===== src/rtl/core/dvb_transport_descriptor_parser_assert.svh =====
// ---------------------------------------------------------------------------
// dvb transport descriptor parser assertion macros
// shared forms for the concurrent checks of the parser
// ---------------------------------------------------------------------------
`ifndef DVB_TRANSPORT_DESCRIPTOR_PARSER_ASSERT_SVH
`define DVB_TRANSPORT_DESCRIPTOR_PARSER_ASSERT_SVH

// same-cycle implication, disabled while reset is low
`define DTDP_ASSERT_SAME(label, clk, rst_n, ante, cons) \
    label: assert property (@(posedge clk) disable iff (!rst_n) (ante) |-> (cons)) \
        else $error("dtdp check failed");

// next-cycle implication, disabled while reset is low
`define DTDP_ASSERT_NEXT(label, clk, rst_n, ante, cons) \
    label: assert property (@(posedge clk) disable iff (!rst_n) (ante) |=> (cons)) \
        else $error("dtdp check failed");

`endif


===== src/rtl/core/dtdp_pkg.sv =====
// ---------------------------------------------------------------------------
// dtdp_pkg
// types, codes and helpers of the dvb transport descriptor parser
// ---------------------------------------------------------------------------
package dtdp_pkg;

    // input transaction payload
    typedef struct packed {
        logic [7:0]  data_byte;
        logic        loop_start;
        logic [11:0] loop_length;
    } t_in_item;

    // result transaction payload
    typedef struct packed {
        logic [2:0]  record_kind;
        logic [15:0] value_a;
        logic [15:0] value_b;
        logic [11:0] descriptor_loop_length;
        logic [31:0] frequency_bcd;
        logic [15:0] orbital_bcd;
        logic [7:0]  modulation_flags;
        logic [27:0] symbol_rate_bcd;
        logic [3:0]  fec_code;
    } t_out_item;

    // record kinds
    localparam logic [2:0] KIND_TS_HDR   = 3'd0;
    localparam logic [2:0] KIND_DESC_HDR = 3'd1;
    localparam logic [2:0] KIND_NAME     = 3'd2;
    localparam logic [2:0] KIND_SERVICE  = 3'd3;
    localparam logic [2:0] KIND_SAT      = 3'd4;
    localparam logic [2:0] KIND_ERR      = 3'd5;

    // error codes
    localparam logic [15:0] ERR_SAT_LEN  = 16'd0;
    localparam logic [15:0] ERR_TS_OVF   = 16'd1;
    localparam logic [15:0] ERR_DESC_OVF = 16'd2;

    // descriptor tags
    localparam logic [7:0] TAG_NAME    = 8'h40;
    localparam logic [7:0] TAG_SERVICE = 8'h41;
    localparam logic [7:0] TAG_SAT     = 8'h43;

    // layout constants
    localparam logic [7:0] SAT_DESC_LEN  = 8'd11;
    localparam logic [7:0] LEN_HI_MASK   = 8'h0F;
    localparam int         HDR_BYTES     = 5;
    localparam int         SVC_BYTES     = 2;
    localparam int         SAT_BYTES     = 10;

    // result queue
    localparam int FIFO_AW    = 2;
    localparam int FIFO_DEPTH = 1 << FIFO_AW;

    // all-zero record
    localparam t_out_item REC_ZERO = '0;

    // error record with the given code
    function automatic t_out_item mk_err(input logic [15:0] code);
        t_out_item r;
        r             = REC_ZERO;
        r.record_kind = KIND_ERR;
        r.value_a     = code;
        return r;
    endfunction

endpackage


===== src/rtl/core/dtdp_in_if.sv =====
// ---------------------------------------------------------------------------
// dtdp_in_if
// valid/ready channel carrying one loop byte per transaction
// ---------------------------------------------------------------------------
interface dtdp_in_if;
    logic               valid;
    logic               ready;
    dtdp_pkg::t_in_item data;

    modport source (output valid, output data, input ready);
    modport sink (input valid, input data, output ready);
endinterface


===== src/rtl/core/dtdp_out_if.sv =====
// ---------------------------------------------------------------------------
// dtdp_out_if
// valid/ready channel carrying one parsed record per transaction
// ---------------------------------------------------------------------------
interface dtdp_out_if;
    logic                valid;
    logic                ready;
    dtdp_pkg::t_out_item data;

    modport source (output valid, output data, input ready);
    modport sink (input valid, input data, output ready);
endinterface


===== src/rtl/core/dvb_transport_descriptor_parser.sv =====
// ---------------------------------------------------------------------------
// dvb_transport_descriptor_parser
// walks the transport stream loop of a network information table, one byte
// per transaction, and emits header, name, service, satellite and error records
// ---------------------------------------------------------------------------
//  channel   direction  payload
//  i_in      sink       data_byte, loop_start, loop_length
//  o_out     source     record_kind, value_a/b, descriptor_loop_length,
//                       frequency/orbital/flags/symbol rate/fec fields
//
//  one byte is taken per cycle; its records are formed in the same cycle
//  and written into a four-entry result queue, read out one per cycle
//  while o_out.ready is high; a byte gives zero, one or two records;
//  i_in.ready is high while the queue has room for two, so the byte rate
//  is one per cycle whenever records drain at least as fast as made
//  synchronous active-low reset stops the parser and empties the queue
// ---------------------------------------------------------------------------
`include "dvb_transport_descriptor_parser_assert.svh"

module dvb_transport_descriptor_parser (
    input  logic             i_clk,
    input  logic             i_rst_n,
    dtdp_in_if.sink          i_in,
    dtdp_out_if.source       o_out
);

    // parse phases
    typedef enum logic [5:0] {
        ST_STOP = 6'b000001,
        ST_HEAD = 6'b000010,
        ST_TAG  = 6'b000100,
        ST_LEN  = 6'b001000,
        ST_BODY = 6'b010000,
        ST_SKIP = 6'b100000
    } t_phase;

    // parser state
    t_phase      r_phase, n_phase;
    logic [7:0]  r_hdr [dtdp_pkg::HDR_BYTES];
    logic [7:0]  n_hdr [dtdp_pkg::HDR_BYTES];
    logic [2:0]  r_hdr_idx, n_hdr_idx;
    logic [11:0] r_loop_total, n_loop_total;
    logic [11:0] r_loop_consumed, n_loop_consumed;
    logic [11:0] r_ts_rem, n_ts_rem;
    logic [11:0] r_ts_len, n_ts_len;
    logic [7:0]  r_tag, n_tag;
    logic [7:0]  r_desc_rem, n_desc_rem;
    logic [7:0]  r_svc [dtdp_pkg::SVC_BYTES];
    logic [7:0]  n_svc [dtdp_pkg::SVC_BYTES];
    logic [1:0]  r_svc_idx, n_svc_idx;
    logic [7:0]  r_sat [dtdp_pkg::SAT_BYTES];
    logic [7:0]  n_sat [dtdp_pkg::SAT_BYTES];

    // result queue
    dtdp_pkg::t_out_item              r_fifo [dtdp_pkg::FIFO_DEPTH];
    logic [dtdp_pkg::FIFO_AW-1:0]     r_wr_ptr, r_rd_ptr, w_wr_ptr_nx;
    logic [dtdp_pkg::FIFO_AW:0]       r_count;

    // per-byte results
    logic                w_acc, w_pop;
    logic                w_prim_v, w_sec_err, w_ovf, w_in_region;
    dtdp_pkg::t_out_item w_prim;
    logic                w_v0, w_v1;
    dtdp_pkg::t_out_item w_rec0, w_rec1;
    logic [1:0]          w_push;
    logic [11:0]         w_tl, w_left;
    logic [7:0]          w_byte;

    assign w_byte = i_in.data.data_byte;
    assign w_acc  = i_in.valid & i_in.ready;
    assign w_pop  = o_out.valid & o_out.ready;

    // handshake: take a byte while two queue slots are free
    assign i_in.ready  = (r_count <= (dtdp_pkg::FIFO_AW + 1)'(dtdp_pkg::FIFO_DEPTH - 2));
    assign o_out.valid = (r_count != '0);
    assign o_out.data  = r_fifo[r_rd_ptr];

    // high nibble of the transport length, from the last header byte
    function automatic logic [3:0] w_byte_hi_nibble(input logic [7:0] b);
        logic [7:0] m;
        m = b & dtdp_pkg::LEN_HI_MASK;
        return m[3:0];
    endfunction

    // byte parse: next state and records
    always_comb begin
        n_phase         = r_phase;
        n_hdr           = r_hdr;
        n_hdr_idx       = r_hdr_idx;
        n_loop_total    = r_loop_total;
        n_loop_consumed = r_loop_consumed;
        n_ts_rem        = r_ts_rem;
        n_ts_len        = r_ts_len;
        n_tag           = r_tag;
        n_desc_rem      = r_desc_rem;
        n_svc           = r_svc;
        n_svc_idx       = r_svc_idx;
        n_sat           = r_sat;
        w_prim_v        = 1'b0;
        w_prim          = dtdp_pkg::REC_ZERO;
        w_sec_err       = 1'b0;
        w_ovf           = 1'b0;
        w_in_region     = 1'b0;
        w_tl            = {w_byte_hi_nibble(r_hdr[dtdp_pkg::HDR_BYTES-1]), w_byte};
        w_left          = '0;

        if (w_acc) begin
            // new loop restarts the walk
            if (i_in.data.loop_start) begin
                n_loop_total    = i_in.data.loop_length;
                n_loop_consumed = '0;
                n_hdr_idx       = '0;
                n_phase         = (i_in.data.loop_length != '0) ? ST_HEAD : ST_STOP;
            end

            if (n_phase != ST_STOP && n_loop_consumed < n_loop_total) begin
                w_in_region = (n_phase == ST_TAG) || (n_phase == ST_LEN) ||
                              (n_phase == ST_BODY) || (n_phase == ST_SKIP);
                w_left      = n_loop_total - (n_loop_consumed + 12'd1);

                unique case (n_phase)
                    // transport header: five bytes, then the length low byte
                    ST_HEAD: begin
                        if (n_hdr_idx < 3'(dtdp_pkg::HDR_BYTES)) begin
                            for (int i = 0; i < dtdp_pkg::HDR_BYTES - 1; i++) begin
                                n_hdr[i] = r_hdr[i+1];
                            end
                            n_hdr[dtdp_pkg::HDR_BYTES-1] = w_byte;
                            n_hdr_idx = n_hdr_idx + 3'd1;
                        end else begin
                            n_hdr_idx = '0;
                            if (w_tl > n_loop_total) begin
                                w_prim_v = 1'b1;
                                w_prim   = dtdp_pkg::mk_err(dtdp_pkg::ERR_TS_OVF);
                                n_phase  = ST_STOP;
                                w_ovf    = 1'b1;
                            end else if (w_tl != '0) begin
                                w_prim_v                      = 1'b1;
                                w_prim.record_kind            = dtdp_pkg::KIND_TS_HDR;
                                w_prim.value_a                = {r_hdr[0], r_hdr[1]};
                                w_prim.value_b                = {r_hdr[2], r_hdr[3]};
                                w_prim.descriptor_loop_length = w_tl;
                                n_ts_len = (w_tl < w_left) ? w_tl : w_left;
                                n_ts_rem = n_ts_len;
                                if (n_ts_len != '0) begin
                                    n_phase = ST_TAG;
                                end
                            end
                        end
                    end
                    ST_TAG: begin
                        n_tag   = w_byte;
                        n_phase = ST_LEN;
                    end
                    // descriptor length checks
                    ST_LEN: begin
                        if ({4'd0, w_byte} > n_ts_len) begin
                            w_prim_v = 1'b1;
                            w_prim   = dtdp_pkg::mk_err(dtdp_pkg::ERR_DESC_OVF);
                            n_phase  = ST_SKIP;
                        end else if (w_byte == '0) begin
                            n_phase = ST_TAG;
                        end else begin
                            w_prim_v           = 1'b1;
                            w_prim.record_kind = dtdp_pkg::KIND_DESC_HDR;
                            w_prim.value_a     = {8'd0, n_tag};
                            w_prim.value_b     = {8'd0, w_byte};
                            n_desc_rem         = w_byte;
                            n_svc_idx          = '0;
                            if (n_tag == dtdp_pkg::TAG_SAT &&
                                w_byte != dtdp_pkg::SAT_DESC_LEN) begin
                                w_sec_err = 1'b1;
                                n_tag     = '0;
                            end
                            n_phase = ST_BODY;
                        end
                    end
                    // descriptor body by tag
                    ST_BODY: begin
                        if (n_tag == dtdp_pkg::TAG_NAME) begin
                            w_prim_v           = 1'b1;
                            w_prim.record_kind = dtdp_pkg::KIND_NAME;
                            w_prim.value_a     = {8'd0, w_byte};
                        end else if (n_tag == dtdp_pkg::TAG_SERVICE) begin
                            if (n_svc_idx < 2'(dtdp_pkg::SVC_BYTES)) begin
                                n_svc[0]  = r_svc[1];
                                n_svc[1]  = w_byte;
                                n_svc_idx = n_svc_idx + 2'd1;
                            end else begin
                                w_prim_v           = 1'b1;
                                w_prim.record_kind = dtdp_pkg::KIND_SERVICE;
                                w_prim.value_a     = {r_svc[0], r_svc[1]};
                                w_prim.value_b     = {8'd0, w_byte};
                                n_svc_idx          = '0;
                            end
                        end else if (n_tag == dtdp_pkg::TAG_SAT) begin
                            if (n_desc_rem > 8'd1) begin
                                for (int i = 0; i < dtdp_pkg::SAT_BYTES - 1; i++) begin
                                    n_sat[i] = r_sat[i+1];
                                end
                                n_sat[dtdp_pkg::SAT_BYTES-1] = w_byte;
                            end else begin
                                w_prim_v                = 1'b1;
                                w_prim.record_kind      = dtdp_pkg::KIND_SAT;
                                w_prim.frequency_bcd    = {r_sat[0], r_sat[1],
                                                           r_sat[2], r_sat[3]};
                                w_prim.orbital_bcd      = {r_sat[4], r_sat[5]};
                                w_prim.modulation_flags = r_sat[6];
                                w_prim.symbol_rate_bcd  = {r_sat[7], r_sat[8],
                                                           r_sat[9], w_byte[7:4]};
                                w_prim.fec_code         = w_byte[3:0];
                            end
                        end
                        n_desc_rem = n_desc_rem - 8'd1;
                        if (n_desc_rem == '0) begin
                            n_phase = ST_TAG;
                        end
                    end
                    ST_SKIP: begin
                        n_phase = ST_SKIP;
                    end
                    default: begin
                        n_phase = ST_STOP;
                    end
                endcase

                if (!w_ovf) begin
                    // end of the descriptor loop
                    if (w_in_region) begin
                        n_ts_rem = n_ts_rem - 12'd1;
                        if (n_ts_rem == '0) begin
                            if (n_phase == ST_BODY && n_tag == dtdp_pkg::TAG_SAT &&
                                n_desc_rem != '0) begin
                                w_sec_err = 1'b1;
                            end
                            n_phase   = ST_HEAD;
                            n_hdr_idx = '0;
                        end
                    end
                    // end of the whole loop
                    n_loop_consumed = n_loop_consumed + 12'd1;
                    if (n_loop_consumed >= n_loop_total) begin
                        if (n_phase == ST_BODY && n_tag == dtdp_pkg::TAG_SAT &&
                            n_desc_rem != '0) begin
                            w_sec_err = 1'b1;
                        end
                        n_phase = ST_STOP;
                    end
                end
            end
        end
    end

    // order the records: main record first, satellite length error after
    always_comb begin
        w_v0   = w_prim_v | w_sec_err;
        w_v1   = w_prim_v & w_sec_err;
        w_rec0 = w_prim_v ? w_prim : dtdp_pkg::mk_err(dtdp_pkg::ERR_SAT_LEN);
        w_rec1 = dtdp_pkg::mk_err(dtdp_pkg::ERR_SAT_LEN);
        w_push = 2'(w_v0) + 2'(w_v1);
    end

    assign w_wr_ptr_nx = r_wr_ptr + dtdp_pkg::FIFO_AW'(1);

    // control registers
    always_ff @(posedge i_clk) begin
        if (!i_rst_n) begin
            r_phase         <= ST_STOP;
            r_hdr_idx       <= '0;
            r_loop_total    <= '0;
            r_loop_consumed <= '0;
            r_ts_rem        <= '0;
            r_ts_len        <= '0;
            r_tag           <= '0;
            r_desc_rem      <= '0;
            r_svc_idx       <= '0;
            r_wr_ptr        <= '0;
            r_rd_ptr        <= '0;
            r_count         <= '0;
        end else begin
            r_phase         <= n_phase;
            r_hdr_idx       <= n_hdr_idx;
            r_loop_total    <= n_loop_total;
            r_loop_consumed <= n_loop_consumed;
            r_ts_rem        <= n_ts_rem;
            r_ts_len        <= n_ts_len;
            r_tag           <= n_tag;
            r_desc_rem      <= n_desc_rem;
            r_svc_idx       <= n_svc_idx;
            r_wr_ptr        <= r_wr_ptr + dtdp_pkg::FIFO_AW'(w_push);
            r_rd_ptr        <= r_rd_ptr + dtdp_pkg::FIFO_AW'(w_pop);
            r_count         <= r_count + (dtdp_pkg::FIFO_AW + 1)'(w_push)
                                       - (dtdp_pkg::FIFO_AW + 1)'(w_pop);
        end
    end

    // payload registers
    always_ff @(posedge i_clk) begin
        r_hdr <= n_hdr;
        r_svc <= n_svc;
        r_sat <= n_sat;
        if (w_v0) begin
            r_fifo[r_wr_ptr] <= w_rec0;
        end
        if (w_v1) begin
            r_fifo[w_wr_ptr_nx] <= w_rec1;
        end
    end

    // checks
    `DTDP_ASSERT_NEXT(a_loop_end_stops, i_clk, i_rst_n,
        w_acc && !i_in.data.loop_start && r_phase != ST_STOP &&
            (r_loop_consumed + 12'd1 == r_loop_total),
        r_phase == ST_STOP)
    `DTDP_ASSERT_SAME(a_second_is_sat_err, i_clk, i_rst_n,
        w_v1,
        w_rec1.record_kind == dtdp_pkg::KIND_ERR && w_rec1.value_a == dtdp_pkg::ERR_SAT_LEN)
    `DTDP_ASSERT_NEXT(a_queue_growth, i_clk, i_rst_n,
        1'b1,
        r_count <= $past(r_count) + (dtdp_pkg::FIFO_AW + 1)'(2))

endmodule

===== src/flat_wrapper.sv =====
// flat-port wrapper written by rule: the top's interface ports become plain ports
module dvb_transport_descriptor_parser_flat 
  (i_clk, i_rst_n, i_in_valid, i_in_data, i_in_ready, o_out_valid, o_out_data, o_out_ready);
  dtdp_in_if i_in_i ();
  dtdp_out_if o_out_i ();
  input  logic i_clk;
  input  logic i_rst_n;
  input wire logic [$bits(i_in_i.valid)-1:0] i_in_valid;
  input wire logic [$bits(i_in_i.data)-1:0] i_in_data;
  output wire logic [$bits(i_in_i.ready)-1:0] i_in_ready;
  output wire logic [$bits(o_out_i.valid)-1:0] o_out_valid;
  output wire logic [$bits(o_out_i.data)-1:0] o_out_data;
  input wire logic [$bits(o_out_i.ready)-1:0] o_out_ready;
  assign i_in_i.valid = i_in_valid;
  assign i_in_i.data = i_in_data;
  assign i_in_ready = i_in_i.ready;
  assign o_out_valid = o_out_i.valid;
  assign o_out_data = o_out_i.data;
  assign o_out_i.ready = o_out_ready;
  dvb_transport_descriptor_parser u_core (.i_clk(i_clk), .i_rst_n(i_rst_n), .i_in(i_in_i), .o_out(o_out_i));
endmodule

===== config.mk =====
export PLATFORM = sky130hd
export DESIGN_NAME = dvb_transport_descriptor_parser_flat
export DESIGN_NICKNAME = d
export VERILOG_FILES = /design/src/rtl/core/dtdp_pkg.sv /design/src/rtl/core/dtdp_in_if.sv /design/src/rtl/core/dtdp_out_if.sv /design/src/rtl/core/dvb_transport_descriptor_parser.sv /design/src/flat_wrapper.sv
export VERILOG_INCLUDE_DIRS = /design/src /design/src/rtl/core
export SDC_FILE = /design/constraint.sdc
export NUM_CORES = 1
export LEC_CHECK = 0
export BUFFER_PORTS_ARGS = -buffer_cell sky130_fd_sc_hd__buf_4
export CORE_ASPECT_RATIO = 1.5
export CORE_MARGIN = 5
export CORE_UTILIZATION = 60
export CTS_CLUSTER_DIAMETER = 100
export DETAILED_ROUTE_END_ITERATION = 10
export GPL_ROUTABILITY_DRIVEN = 0
export HOLD_SLACK_MARGIN = 0.1
export PLACE_DENSITY_LB_ADDON = 0.05
export SLEW_MARGIN = 15
export SYNTH_ARGS = -nofsm -noshare
export SYNTH_HDL_FRONTEND = slang
export SYNTH_SLANG_ARGS = --single-unit

===== constraint.sdc =====
create_clock -name i_clk -period 18.6 [get_ports i_clk]
set_input_delay 3.72 -clock i_clk [delete_from_list [all_inputs] [get_ports i_clk]]
set_output_delay 3.72 -clock i_clk [all_outputs]
set_load 0.01 [all_outputs]

==> run summary <==
Worst Path Max Fanout = 63
Iter 0 DRT Violations = 3,075
RSZ-0062 raised after global routing = false
Port Buffer Count = 161
Clk slew on worst S/H paths = 0.06 ns
Synthesized area = 34,100 um^2
Time the worst path needs with I/O delays and setup = 13.54 ns
CP endpoint kind = flop
Die Footprint = 61,800 um^2
Area of the multi-input gates = 16,230 um^2
Drt drc = 0
Worst path slowest cell = o41ai_2
Die Y = 302.0 um
Startpoint types = input port
Worst r2r dst = u_core.r_fifo[1][79]$_SDFFE_PP0P_
First-pass GRT wire length = 161,500 um
Register-to-register path setup slack = 8.29 ns
Peak VDD IR = 0.1150 mV
CTS HTree Levels = 3
Synthesized flop and latch total = 758
Root Driver = clkbuf_16
Critical Path Sink = u_core.r_fifo[1][79]$_SDFFE_PP0P_
Initial antenna violation count = 0
Mean post-synth cell area = 9.110 um^2
Inserted Clock Buffers = 72
Outcome = complete, no violations
CTS resizes = 0
I/O pin count = 162
Final #Nets = 3,790
Drt via density = 6.484
Sink Count = 758
Vias in the first global route = 28,840
Setup TNS = 0 ns
Fmax = 73.87 MHz
DP HPWL = 60,050 um
Worst setup startpoint = i_in_data[12]
Reg2Reg Depth = 33
Clock Latency Late Sink = 0.62 ns
Hold Vio Cnt, Final = 0
PwrDens = 99.65 nW/um^2
CTS tree = done
Die X-Extent = 204.6 um
Critical path arrival = 14.06 ns
Critical Path RT = 19.13 ns
Final WL = 105,700 um
Wire per inst = 23.41 um
Worst Hold Class = flop to flop
Row Count = 107
Setup bufs post-CTS = 0
Max-cap violations = 0
Total Power = 3.772 mW
Max-slew violations = 0
Total track usage = 33.00%
Setup violators final = 0
Synth warnings = 0
Pre-Repair DR Iteration Count = 8
Async SR Flop Fraction = 0%
Starting density of the core = 60.21%
Slew @ Worst Pin = 1.159 ns
Reg area = 16,540 um^2
Largest net degree at the start of global routing = 134
Clock buffer depth = 3
Synth unique cells = 96
Core ar. = 56,630 um^2
Layout cell share with drive strength beyond 1 = 13.72%
Global route overflow = 0
CTS Hold Buffers Added = 0
Critical path type = input port to flop
Cells after Synth = 3,743
Antenna Nets Post-Route = 0
Synth Net Count = 3,834
Reg2reg start = u_core.r_loop_consumed[2]$_SDFFE_PN0P_
Via count = 29,300
Crit path largest cell delay = 0.83 ns
Slew HR = 22.72%
Clk_skew = 0.02119 ns
Filler cells = 4,617
Final worst path period share = 72.78%
Most used DFF post-synth = dfxtp_1
Seq/Total Area, Yosys = 48.49%
Leak = 13.22 nW
Synth-to-Final Area Change = 11.00%
Post-synth EDFFs = 136
Antenna diode count = 0
## per-layer routing
layer  routed length, um  share of wire (%)  track usage (%)  up-vias
met1               38250                 36            39.78    14250
met5                   0                  0                0        -
met4                5353                5.1            16.60        0
met3                9046                8.6            4.676      328
met2               53090                 50            57.77     1549
li1                    -                  -                -    13170
## stage by stage
step	worst slack [ns]	instances	instance area [um^2]	hold slack (ns)	utilization, %
3_5_place_dp	4.721	4387	35450	0.4045	62.60
3_3_place_gp	5.073	4387	35450	0.4009	62.60
6_report	5.064	4518	37850	0.4200	66.84
4_1_cts	5.276	4517	37820	0.4198	66.79
2_1_floorplan	3.079	3743	34100	0.4003	-
5_1_grt	4.437	4518	37850	0.4182	66.84
## power by group
part | switching, mW | internal [mW] | total (mW) | leakage [nW]
Clock | 0.645 | 0.848 | 1.49 | 1.16
Sequential | 0.0543 | 1.70 | 1.75 | 6.25
Combinational | 0.312 | 0.215 | 0.528 | 5.82
## worst max-delay path, delay by kind of cell
kind	cells	cell delay [ns]
AO/OA/AOI/OAI	12	3.34
AND/OR/NAND/NOR	9	2.70
buffers and inverters	4	1.93
adder cells (fa/ha/maj)	4	1.17
multiplexers	3	0.97
XOR/XNOR	1	0.17
## cells in the final DEF, fill, tap and decap left out, types with 14 or more instances in the layout
cell	synthesis	final
a211oi_1	24	24
a21oi_1	592	592
a22oi_1	30	30
buf_4	1	198
clkbuf_1	213	19
clkbuf_16	0	73
clkbuf_8	0	16
dfxtp_1	622	620
edfxtp_1	136	136
ha_1	64	64
inv_1	45	44
mux2i_1	23	23
mux4_2	135	135
nand2_1	737	735
nand3_1	448	448
nor2_1	165	160
nor2b_1	20	20
nor3_1	26	23
nor4_1	15	14
o21a_1	15	15
o21ai_0	41	41
xnor2_1	27	27
## how the worst min path moves through the flow
| stage | start | end | slack, ns | depth (start not counted) |
|---|---|---|---|---|
| after floorplan | u_core.r_hdr[4]$_DFFE_PP_ | u_core.r_hdr[12]$_DFFE_PP_ | 0.40 | 0 |
| after global placement | u_core.r_hdr[5]$_DFFE_PP_ | u_core.r_hdr[13]$_DFFE_PP_ | 0.40 | 0 |
| after detailed placement | u_core.r_hdr[6]$_DFFE_PP_ | u_core.r_hdr[14]$_DFFE_PP_ | 0.40 | 0 |
| after CTS | u_core.r_hdr[6]$_DFFE_PP_ | u_core.r_hdr[14]$_DFFE_PP_ | 0.42 | 0 |
| after global routing | u_core.r_hdr[5]$_DFFE_PP_ | u_core.r_hdr[13]$_DFFE_PP_ | 0.42 | 0 |
| final | u_core.r_hdr[6]$_DFFE_PP_ | u_core.r_hdr[14]$_DFFE_PP_ | 0.42 | 0 |
## registers in the layout, summed over array words and instances, names as in the netlist, 3 cells and up
name	count
u_core.r_count	3
u_core.r_desc_rem	8
u_core.r_fifo	540
u_core.r_hdr	40
u_core.r_hdr_idx	3
u_core.r_loop_consumed	12
u_core.r_loop_total	12
u_core.r_phase	6
u_core.r_sat	80
u_core.r_svc	16
u_core.r_tag	8
u_core.r_ts_len	12
u_core.r_ts_rem	12
## synthesized netlist by cell type, types with 11 or more instances
cell type / instances / area share [%]
nand3b_1: 11 / 0.24
mux2i_1: 23 / 0.68
o21a_1: 15 / 0.33
or2_2: 12 / 0.22
nand3_1: 448 / 6.6
inv_1: 45 / 0.50
ha_1: 64 / 2.3
nor2_1: 165 / 1.8
a22oi_1: 30 / 0.66
nor2b_1: 20 / 0.37
nand4_1: 13 / 0.24
nand2_1: 737 / 8.1
nor4_1: 15 / 0.28
xor2_1: 11 / 0.28
a211oi_1: 24 / 0.53
clkbuf_1: 213 / 2.3
dfxtp_1: 622 / 37
edfxtp_1: 136 / 12
a21oi_1: 592 / 8.7
mux4_2: 135 / 8.9
nor3_1: 26 / 0.38
o21ai_0: 41 / 0.60
buf_2: 35 / 0.51
xnor2_1: 27 / 0.69
and2_1: 14 / 0.26
a21o_1: 13 / 0.29
buf_1: 68 / 0.75
or3_1: 13 / 0.24
## logic make-up after synthesis
logic type               after synthesis  synth area share (%)
AO/OA/AOI/OAI                        816                 13.71
adder cells (fa/ha/maj)               67                 2.495
AND/OR/NAND/NOR                     1530                 20.15
multiplexers                         165                 9.867
flip-flops                           758                 48.49
buffers and inverters                368                 4.260
XOR/XNOR                              39                 1.024
## layout make-up
| cell class | count | share of cell area (%) |
|---|---|---|
| Clock buffer | 108 | 5.596 |
| Sequential cell | 758 | 43.71 |
| Inverter | 47 | 0.4661 |
| Timing Repair Buffer | 203 | 4.168 |
| Clock inverter | 22 | 0.6644 |
| Tap cell | 763 | 2.522 |
| Multi-Input combinational cell | 2617 | 42.87 |
No activity file was read; power rests on OpenSTA's default activity.
